File: config.mk
export PLATFORM = sky130hd
export DESIGN_NAME = annexb_nal_splitter_flat
export DESIGN_NICKNAME = d
export VERILOG_FILES = /design/src/hdl/anb_pkg.sv /design/src/hdl/anb_in_if.sv /design/src/hdl/anb_out_if.sv /design/src/hdl/anb_scan.sv /design/src/hdl/anb_fifo.sv /design/src/hdl/anb_ser.sv /design/src/hdl/annexb_nal_splitter.sv /design/src/flat_wrapper.sv
export SDC_FILE = /design/constraint.sdc
export NUM_CORES = 1
export LEC_CHECK = 0
export BUFFER_PORTS_ARGS = -buffer_cell sky130_fd_sc_hd__buf_4
export CAP_MARGIN = 30
export CORE_ASPECT_RATIO = 0.8
export CORE_MARGIN = 2
export CORE_UTILIZATION = 55
export CTS_BUF_LIST = sky130_fd_sc_hd__clkbuf_8
export DETAILED_ROUTE_END_ITERATION = 10
export GPL_TIMING_DRIVEN = 0
export HOLD_SLACK_MARGIN = 0.06
export PLACE_DENSITY = 0.85
export SLEW_MARGIN = 20
export SYNTH_ARGS = -nofsm -noshare
export SYNTH_HDL_FRONTEND = slang
export SYNTH_SLANG_ARGS = --single-unit
File: constraint.sdc
create_clock -name clk -period 4.5 [get_ports clk]
set_input_delay 0.45 -clock clk [delete_from_list [all_inputs] [get_ports clk]]
set_output_delay 0.45 -clock clk [all_outputs]
set_load 0.05 [all_outputs]
File: src/hdl/anb_pkg.sv
`default_nettype none
// ----------------------------------------------------------------------------
// anb_pkg
// Shared types, constants and helpers of the Annex-B NAL unit splitter.
// ----------------------------------------------------------------------------
package anb_pkg;

  localparam logic [7:0] START_CODE_BYTE = 8'h01;
  localparam logic [7:0] ZERO_BYTE       = 8'h00;

  localparam logic [5:0] NAL_TYPE_VPS = 6'd32;
  localparam logic [5:0] NAL_TYPE_SPS = 6'd33;
  localparam logic [5:0] NAL_TYPE_PPS = 6'd34;

  localparam int unsigned FIFO_DEPTH = 4;
  localparam int unsigned FIFO_AW    = $clog2(FIFO_DEPTH);

  typedef enum logic [1:0] {
    KIND_OTHER = 2'd0,
    KIND_VPS   = 2'd1,
    KIND_SPS   = 2'd2,
    KIND_PPS   = 2'd3
  } ps_kind_t;

  // One run of output bytes: optional head byte, a row of zeros, optional tail.
  typedef struct packed {
    logic       has_head;
    logic [7:0] head_byte;
    logic [2:0] zeros;
    logic       has_tail;
    logic [7:0] tail_byte;
    logic       close;
    logic       first;
    logic [5:0] utype;
    ps_kind_t   kind;
  } burst_t;

  typedef struct packed {
    logic       in_unit;
    logic [1:0] pending;
  } scan_status_t;

  typedef struct packed {
    logic [FIFO_AW:0] count;
    logic             full;
    logic             empty;
  } fifo_status_t;

  function automatic ps_kind_t kind_of(input logic [5:0] t);
    ps_kind_t k;
    case (t)
      NAL_TYPE_VPS: k = KIND_VPS;
      NAL_TYPE_SPS: k = KIND_SPS;
      NAL_TYPE_PPS: k = KIND_PPS;
      default:      k = KIND_OTHER;
    endcase
    return k;
  endfunction

  function automatic logic [2:0] burst_len(input burst_t b);
    return {2'b00, b.has_head} + b.zeros + {2'b00, b.has_tail};
  endfunction

endpackage
`default_nettype wire

File: src/hdl/anb_in_if.sv
`default_nettype none
// ----------------------------------------------------------------------------
// anb_in_if
// Input byte channel: one Annex-B byte and its end-of-buffer flag.
// ----------------------------------------------------------------------------
interface anb_in_if;
  logic       valid;
  logic       ready;
  logic [7:0] data_byte;
  logic       end_of_buffer;

  modport source (output valid, output data_byte, output end_of_buffer, input ready);
  modport sink   (input valid, input data_byte, input end_of_buffer, output ready);
endinterface
`default_nettype wire

File: src/hdl/anb_out_if.sv
`default_nettype none
// ----------------------------------------------------------------------------
// anb_out_if
// Result channel: one NAL content byte with its unit tags.
// ----------------------------------------------------------------------------
interface anb_out_if;
  logic       valid;
  logic       ready;
  logic [7:0] payload_byte;
  logic [5:0] unit_type;
  logic [1:0] param_set_kind;
  logic       first_of_unit;
  logic       last_of_unit;

  modport source (output valid, output payload_byte, output unit_type,
                  output param_set_kind, output first_of_unit, output last_of_unit,
                  input ready);
  modport sink   (input valid, input payload_byte, input unit_type,
                  input param_set_kind, input first_of_unit, input last_of_unit,
                  output ready);
endinterface
`default_nettype wire

File: src/hdl/anb_scan.sv
`default_nettype none
// ----------------------------------------------------------------------------
// anb_scan
// Start-code scanner: tracks zeros and the held byte, builds at most one
// output burst per accepted byte.
// ----------------------------------------------------------------------------
module anb_scan
  import anb_pkg::*;
(
  input  wire logic         clk,
  input  wire logic         rst_n,
  input  wire logic         accept,
  input  wire logic [7:0]   data_byte,
  input  wire logic         end_of_buffer,
  output logic              push,
  output burst_t            burst,
  output scan_status_t      status
);

  logic       inside_r, inside_nxt;
  logic       held_valid_r, held_valid_nxt;
  logic [7:0] held_value_r, held_value_nxt;
  logic [1:0] pend_r, pend_nxt;
  logic [5:0] type_r, type_nxt;
  logic       await_r, await_nxt;
  logic       emitted_r, emitted_nxt;

  logic       is_zero;
  logic       is_sc;
  logic       commit_any;
  logic       first_is_b;
  logic [5:0] type_now;

  always_comb begin
    is_zero    = (data_byte == ZERO_BYTE);
    is_sc      = (data_byte == START_CODE_BYTE) && (pend_r >= 2'd2);
    commit_any = inside_r && ((!is_zero && !is_sc) ||
                              (is_zero && ((pend_r == 2'd3) || end_of_buffer)));
    first_is_b = !is_zero && !is_sc && (pend_r == 2'd0);
    type_now   = (commit_any && await_r) ? (first_is_b ? data_byte[6:1] : 6'd0) : type_r;

    inside_nxt     = inside_r;
    held_valid_nxt = held_valid_r;
    held_value_nxt = held_value_r;
    pend_nxt       = pend_r;
    type_nxt       = type_r;
    await_nxt      = await_r;
    emitted_nxt    = emitted_r;

    burst           = '0;
    burst.head_byte = held_value_r;
    burst.has_head  = held_valid_r;
    burst.first     = !emitted_r;
    burst.utype     = type_now;
    burst.kind      = kind_of(type_now);

    if (is_zero) begin
      if (pend_r != 2'd3) begin
        pend_nxt = pend_r + 2'd1;
        if (end_of_buffer) begin
          burst.zeros = {1'b0, pend_r} + 3'd1;
          burst.close = 1'b1;
        end else begin
          burst.has_head = 1'b0;
        end
      end else if (end_of_buffer) begin
        burst.zeros = 3'd4;
        burst.close = 1'b1;
      end else if (inside_r) begin
        held_value_nxt = ZERO_BYTE;
        held_valid_nxt = 1'b1;
      end
    end else if (is_sc) begin
      burst.close    = 1'b1;
      inside_nxt     = 1'b1;
      held_valid_nxt = 1'b0;
      pend_nxt       = 2'd0;
      await_nxt      = 1'b1;
      emitted_nxt    = 1'b0;
    end else begin
      burst.zeros = {1'b0, pend_r};
      pend_nxt    = 2'd0;
      if (end_of_buffer) begin
        burst.has_tail  = 1'b1;
        burst.tail_byte = data_byte;
        burst.close     = 1'b1;
      end else if (inside_r) begin
        held_value_nxt = data_byte;
        held_valid_nxt = 1'b1;
      end
    end

    push = inside_r && (burst_len(burst) != 3'd0);

    if (commit_any) begin
      type_nxt  = type_now;
      await_nxt = 1'b0;
    end
    if (push && !is_sc) begin
      emitted_nxt = 1'b1;
    end

    if (end_of_buffer) begin
      inside_nxt     = 1'b0;
      held_valid_nxt = 1'b0;
      held_value_nxt = ZERO_BYTE;
      pend_nxt       = 2'd0;
      type_nxt       = 6'd0;
      await_nxt      = 1'b0;
      emitted_nxt    = 1'b0;
    end
  end

  always_ff @(posedge clk) begin
    if (!rst_n) begin
      inside_r     <= 1'b0;
      held_valid_r <= 1'b0;
      pend_r       <= 2'd0;
      type_r       <= 6'd0;
      await_r      <= 1'b0;
      emitted_r    <= 1'b0;
    end else if (accept) begin
      inside_r     <= inside_nxt;
      held_valid_r <= held_valid_nxt;
      pend_r       <= pend_nxt;
      type_r       <= type_nxt;
      await_r      <= await_nxt;
      emitted_r    <= emitted_nxt;
    end
  end

  always_ff @(posedge clk) begin
    if (accept) begin
      held_value_r <= held_value_nxt;
    end
  end

  assign status.in_unit = inside_r;
  assign status.pending = pend_r;

endmodule
`default_nettype wire

File: src/hdl/anb_fifo.sv
`default_nettype none
// ----------------------------------------------------------------------------
// anb_fifo
// Small burst queue between the scanner and the byte serializer.
// ----------------------------------------------------------------------------
module anb_fifo
  import anb_pkg::*;
(
  input  wire logic    clk,
  input  wire logic    rst_n,
  input  wire logic    push,
  input  wire burst_t  wr_data,
  input  wire logic    pop,
  output burst_t       head,
  output fifo_status_t status
);

  burst_t             entry_r [FIFO_DEPTH];
  logic [FIFO_AW-1:0] wr_ptr_r, wr_ptr_nxt;
  logic [FIFO_AW-1:0] rd_ptr_r, rd_ptr_nxt;
  logic [FIFO_AW:0]   count_r, count_nxt;

  always_comb begin
    wr_ptr_nxt = push ? wr_ptr_r + 1'b1 : wr_ptr_r;
    rd_ptr_nxt = pop  ? rd_ptr_r + 1'b1 : rd_ptr_r;
    count_nxt  = count_r + {{FIFO_AW{1'b0}}, push} - {{FIFO_AW{1'b0}}, pop};
  end

  always_ff @(posedge clk) begin
    if (!rst_n) begin
      wr_ptr_r <= '0;
      rd_ptr_r <= '0;
      count_r  <= '0;
    end else begin
      wr_ptr_r <= wr_ptr_nxt;
      rd_ptr_r <= rd_ptr_nxt;
      count_r  <= count_nxt;
    end
  end

  always_ff @(posedge clk) begin
    if (push) begin
      entry_r[wr_ptr_r] <= wr_data;
    end
  end

  assign head         = entry_r[rd_ptr_r];
  assign status.count = count_r;
  assign status.full  = (count_r == FIFO_DEPTH[FIFO_AW:0]);
  assign status.empty = (count_r == '0);

endmodule
`default_nettype wire

File: src/hdl/anb_ser.sv
`default_nettype none
// ----------------------------------------------------------------------------
// anb_ser
// Byte serializer: walks the head burst and drives one content byte per
// transfer.
// ----------------------------------------------------------------------------
module anb_ser
  import anb_pkg::*;
(
  input  wire logic    clk,
  input  wire logic    rst_n,
  input  wire burst_t  head,
  input  wire logic    head_valid,
  output logic         pop,
  anb_out_if.source    out_chan
);

  logic [2:0] idx_r, idx_nxt;
  logic [2:0] last_idx;
  logic       at_last;
  logic       xfer;

  always_comb begin
    last_idx = burst_len(head) - 3'd1;
    at_last  = (idx_r == last_idx);
    xfer     = head_valid && out_chan.ready;
    pop      = xfer && at_last;
    idx_nxt  = idx_r;
    if (xfer) begin
      idx_nxt = at_last ? 3'd0 : idx_r + 3'd1;
    end

    if (head.has_head && (idx_r == 3'd0)) begin
      out_chan.payload_byte = head.head_byte;
    end else if (head.has_tail && at_last) begin
      out_chan.payload_byte = head.tail_byte;
    end else begin
      out_chan.payload_byte = ZERO_BYTE;
    end
  end

  always_ff @(posedge clk) begin
    if (!rst_n) begin
      idx_r <= 3'd0;
    end else begin
      idx_r <= idx_nxt;
    end
  end

  assign out_chan.valid          = head_valid;
  assign out_chan.unit_type      = head.utype;
  assign out_chan.param_set_kind = head.kind;
  assign out_chan.first_of_unit  = head.first && (idx_r == 3'd0);
  assign out_chan.last_of_unit   = head.close && at_last;

endmodule
`default_nettype wire

File: src/hdl/annexb_nal_splitter.sv
`default_nettype none
// ----------------------------------------------------------------------------
// annexb_nal_splitter
// Annex-B start-code NAL unit splitter for H.265 byte streams.
// ----------------------------------------------------------------------------
// One byte is taken per clock while the buffer has room; each content byte
// leaves with its NAL type, parameter-set class and first/last flags. Every
// accepted byte is scanned in the same cycle and may release a burst of up to
// five content bytes (held byte, pending zeros, final byte at end of buffer);
// bursts queue in a four-entry buffer and drain at one byte per clock while
// the output is ready, so the input stalls only while that buffer is full.
// Each burst leaves from the buffer head. No clearing pass follows reset.
module annexb_nal_splitter
  import anb_pkg::*;
(
  input  wire logic clk,
  input  wire logic rst_n,
  anb_in_if.sink    in_chan,
  anb_out_if.source out_chan
);

  logic         in_accept;
  logic         push;
  logic         pop;
  burst_t       burst;
  burst_t       head;
  scan_status_t scan_st;
  fifo_status_t fifo_st;

  assign in_chan.ready = !fifo_st.full;
  assign in_accept     = in_chan.valid && in_chan.ready;

  anb_scan u_scan (
    .clk           (clk),
    .rst_n         (rst_n),
    .accept        (in_accept),
    .data_byte     (in_chan.data_byte),
    .end_of_buffer (in_chan.end_of_buffer),
    .push          (push),
    .burst         (burst),
    .status        (scan_st)
  );

  anb_fifo u_fifo (
    .clk     (clk),
    .rst_n   (rst_n),
    .push    (push && in_accept),
    .wr_data (burst),
    .pop     (pop),
    .head    (head),
    .status  (fifo_st)
  );

  anb_ser u_ser (
    .clk        (clk),
    .rst_n      (rst_n),
    .head       (head),
    .head_valid (!fifo_st.empty),
    .pop        (pop),
    .out_chan   (out_chan)
  );

  a_eob_clears: assert property (@(posedge clk) disable iff (!rst_n)
    in_accept && in_chan.end_of_buffer |=> !scan_st.in_unit && (scan_st.pending == 2'd0))
    else $error("scan state not cleared after end of buffer");

  a_sc_enters: assert property (@(posedge clk) disable iff (!rst_n)
    in_accept && !in_chan.end_of_buffer && (in_chan.data_byte == START_CODE_BYTE) &&
    (scan_st.pending >= 2'd2) |=> scan_st.in_unit)
    else $error("start code did not open a unit");

  a_fifo_bound: assert property (@(posedge clk) disable iff (!rst_n)
    fifo_st.count <= FIFO_DEPTH[FIFO_AW:0])
    else $error("burst queue overflow");

  a_pop_needs_data: assert property (@(posedge clk) disable iff (!rst_n)
    pop |-> !fifo_st.empty && out_chan.valid)
    else $error("burst popped from empty queue");

endmodule
`default_nettype wire

File: src/flat_wrapper.sv
// flat-port wrapper written by rule: the top's interface ports become plain ports
module annexb_nal_splitter_flat import anb_pkg::*;
  (clk, rst_n, in_chan_valid, in_chan_data_byte, in_chan_end_of_buffer, in_chan_ready, out_chan_valid, out_chan_payload_byte, out_chan_unit_type, out_chan_param_set_kind, out_chan_first_of_unit, out_chan_last_of_unit, out_chan_ready);
  anb_in_if in_chan_i ();
  anb_out_if out_chan_i ();
  input  wire logic clk;
  input  wire logic rst_n;
  input wire logic [$bits(in_chan_i.valid)-1:0] in_chan_valid;
  input wire logic [$bits(in_chan_i.data_byte)-1:0] in_chan_data_byte;
  input wire logic [$bits(in_chan_i.end_of_buffer)-1:0] in_chan_end_of_buffer;
  output wire logic [$bits(in_chan_i.ready)-1:0] in_chan_ready;
  output wire logic [$bits(out_chan_i.valid)-1:0] out_chan_valid;
  output wire logic [$bits(out_chan_i.payload_byte)-1:0] out_chan_payload_byte;
  output wire logic [$bits(out_chan_i.unit_type)-1:0] out_chan_unit_type;
  output wire logic [$bits(out_chan_i.param_set_kind)-1:0] out_chan_param_set_kind;
  output wire logic [$bits(out_chan_i.first_of_unit)-1:0] out_chan_first_of_unit;
  output wire logic [$bits(out_chan_i.last_of_unit)-1:0] out_chan_last_of_unit;
  input wire logic [$bits(out_chan_i.ready)-1:0] out_chan_ready;
  assign in_chan_i.valid = in_chan_valid;
  assign in_chan_i.data_byte = in_chan_data_byte;
  assign in_chan_i.end_of_buffer = in_chan_end_of_buffer;
  assign in_chan_ready = in_chan_i.ready;
  assign out_chan_valid = out_chan_i.valid;
  assign out_chan_payload_byte = out_chan_i.payload_byte;
  assign out_chan_unit_type = out_chan_i.unit_type;
  assign out_chan_param_set_kind = out_chan_i.param_set_kind;
  assign out_chan_first_of_unit = out_chan_i.first_of_unit;
  assign out_chan_last_of_unit = out_chan_i.last_of_unit;
  assign out_chan_i.ready = out_chan_ready;
  annexb_nal_splitter u_core (.clk(clk), .rst_n(rst_n), .in_chan(in_chan_i), .out_chan(out_chan_i));
endmodule
==> metrics <==
status=completed; WL/cell=around 19 um; initial antenna violation count=0; # hold bufs at CTS=0; fin crit share=between 90% and 100%; Synth Warn #=0; # IOs=33; H-tree levels=4; Critical Path Source Type=flip-flop; Starting Density=55.67%; max_cap viols=0; aggregate global-route resource usage=about a fifth; Buffers on Ports=32; DIE WIDTH=between 100 and 150 um; Main synth FF type=edfxtp_1; die area=around 13,000 um2; Distinct cells, synth=54; max_slew headroom=between 50% and 60%; final wirelength=about 12,000 um; Post-synth EDFFs=132; slowest CP cell=mux4_2; worst hold path type=primary input to flip-flop; antenna viol nets, final=0; Min Hold Slack=roughly 0.28 ns; total gr overflow=0; total CTS buffers=17; RSZ-0062 raised after global routing=false; Mapped Nets=around 450; vias in the first global route=between 3,000 and 4,000; Hold Fails Final Rpt=0; total core area=around 12,000 um2; GPL Wtd Cong=around 0.86; HPWL Detailed=between 8000 and 9000 um; pin count of the biggest net entering global routing=26; Root Buffer Master=clkbuf_8; most used cell along the critical path=inv_1; most common cell after layout, fill and taps aside=edfxtp_1; slowest cell delay on critical path=approximately 0.56 ns; peak supply drop=about 0.00024 V; DRT Pass-1 Iters=5; CP arrival=about 3.8 ns; Layout Nets=506; Place WS=-0.1739 ns; Setup WS post-layout=around 0.24 ns; Final Max Tran Viols=0; minimum clock period=between 4 and 5 ns; FP Rows=36; termination of the worst setup path=out_chan_payload_byte[0]; DRC=0; crit path max fanout=10; CP Cell Sequence=buf_4 > buf_6 > mux4_2 > inv_1 > ha_1 > inv_1 > ha_1 > inv_1 > fa_1 > xnor2_1 > xnor3_2 > nor2_4 > nand3_4 > o22ai_2 > buf_4; power per cell area=between 300 and 400 nW/um2; Synth Register Bits=between 150 and 200; vias=~3,700; CTS Buffer Depth=2; worst clock skew=~0.0075 ns; commonest cells after routing, fill and taps aside=edfxtp_1, inv_1, buf_4; Mapped Cells=roughly 420; CP Class=flip-flop to primary output; final-layout fill cell count=822; vias per inst=~6; Slew @ Worst Pin=a little under 0.7 ns; Worst R2R End=u_core.u_fifo.count_r[2]; CTS tree=yes; Worst-Skew Late Latency=~0.43 ns; layout cells sized above 1=roughly a quarter; CTS Sinks=about 160; Mapped Area=roughly 6700 um2; asr flop ratio synth=0%; Die H=roughly 100 um; diode count=0; Worst setup EP type=primary output; Max Freq=roughly 230 MHz; sequential share of the synthesized area=between 60% and 70%; Final Setup Violations=0; leakage dissipation=roughly 0.0027 uW; Avg Cell Area, Syn=around 16 um2; flop2flop setup slack=about 0.24 ns; first-pass GRT wire length=between 15,000 and 20,000 um; clk slew on worst S/H paths=~0.080 ns; 1st-iter DRT viols=around 330; Layout area overhead=13.83%; Worst EP required=a little over 4 ns; FF-to-FF path depth=20
final cells by class:
| class | count | area, um2 | area share (%) |
|---|---|---|---|
| plain buffers | 16 | 81.33 | 1.067 |
| clock buffers | 17 | 234.0 | 3.070 |
| clock inverters | 15 | 135.1 | 1.773 |
| inverters | 39 | 146.4 | 1.921 |
| multi-input cells | 207 | 2047 | 26.86 |
| flip-flops and latches | 156 | 4444 | 58.32 |
| well taps | 152 | 190.2 | 2.495 |
| repair buffers | 39 | 342.8 | 4.498 |
per-layer routing:
metal	track usage, %	share of wire, %	vias to the layer above
li1	-	-	1698
met5	0	0	-
met4	7.354	1.3	0
met1	26.14	43	1923
met3	5.345	5.1	15
met2	33.03	50	104
power breakdown:
| group | internal (uW) | switching (uW) | total, uW |
|---|---|---|---|
| Clock | 482 | 489 | 971 |
| Sequential | 1560 | 3.45 | 1560 |
| Combinational | 17.2 | 34.5 | 51.7 |
worst min path at each step:
stage,depth (start not counted),to,start
finish,2,u_core.u_scan.type_r[2],in_chan_data_byte[3]
global route,2,u_core.u_scan.type_r[2],in_chan_data_byte[3]
CTS,2,u_core.u_scan.type_r[2],in_chan_data_byte[3]
detailed placement,0,u_core.u_fifo.entry_r[1][28],u_core.u_scan.held_value_r[6]
global placement,0,u_core.u_fifo.entry_r[2][26],u_core.u_scan.held_value_r[4]
floorplan,2,u_core.u_scan.emitted_r,u_core.u_scan.emitted_r
what timing repair did:
action | in CTS | in global routing
endpoints found under the hold margin | 0 | 0
cloned | 0 | 0
setup buffers | 1 | 2
pin swaps | 3 | 0
gates resized for setup | 5 | 2
setup endpoints to repair | 11 | 9
sequential cells by signal (all words and copies together), names as in the netlist, named ones only:
register and flops:
u_core.u_fifo.entry_r 124, u_core.u_scan.held_value_r 8, u_core.u_scan.type_r 6, u_core.u_fifo.count_r 3
u_core.u_ser.idx_r 3, u_core.u_fifo.rd_ptr_r 2, u_core.u_fifo.wr_ptr_r 2, u_core.u_scan.pend_r 2
u_core.u_scan.await_r 1, u_core.u_scan.emitted_r 1, u_core.u_scan.held_valid_r 1, u_core.u_scan.inside_r 1
cell families after synthesis:
group	after synthesis	synth area share [%]
fa+ha+maj	17	3.513
simple gates	96	8.597
buf+inv	55	3.233
xor+xnor	11	1.663
compound gates	50	5.887
mux	33	10.73
flops	156	66.38
stage by stage:
| stage | cells | power [uW] | instance area [um2] | utilization (%) | setup TNS (ns) |
|---|---|---|---|---|---|
| 2_1_floorplan | 418 | 1619 | 6695 | - | 0 |
| 3_5_place_dp | 606 | 1645 | 7211 | 59.96 | -0.7241 |
| 3_3_place_gp | 602 | 1643 | 7126 | 59.25 | -24.05 |
| 4_1_cts | 639 | 2596 | 7601 | 63.20 | 0 |
| 5_1_grt | 641 | 2658 | 7621 | 63.37 | 0 |
| 6_report | 641 | 2584 | 7621 | 63.37 | 0 |
cells in the mapped netlist, types with 2 or more instances:
cell / instances / area share [%]
edfxtp_1: 132 / 59
a31oi_1: 2 / 0.19
o21ai_0: 11 / 0.82
o22ai_2: 8 / 1.5
buf_2: 5 / 0.37
and3_1: 8 / 0.75
buf_1: 2 / 0.11
a32o_1: 7 / 1.0
nor4b_1: 2 / 0.26
nand3_1: 4 / 0.30
nor2_1: 13 / 0.73
xnor2_1: 7 / 0.92
nand2_1: 25 / 1.4
fa_1: 3 / 0.90
a21oi_1: 8 / 0.60
ha_1: 14 / 2.6
o21a_1: 3 / 0.34
nor2b_1: 9 / 0.84
a211oi_1: 2 / 0.22
mux2i_1: 2 / 0.30
xor2_1: 3 / 0.39
clkbuf_1: 8 / 0.45
and2_1: 12 / 1.1
and3b_1: 2 / 0.26
inv_1: 39 / 2.2
dfxtp_1: 24 / 7.2
mux4_2: 31 / 10
nor3_1: 5 / 0.37
nor3_2: 2 / 0.30
worst max-delay path: cells and delay by family, from the launching register on:
family / cells / cell delay [ns]
muxes: 1 / 0.56
buffers and inverters: 6 / 0.78
xor gates and xnor gates: 2 / 0.48
and+or+nand+nor: 2 / 0.36
DFF: 1 / 0.32
adders and majority gates: 3 / 0.73
AOI/OAI and AO/OA: 1 / 0.16
Power figures use the tool's default switching activity.
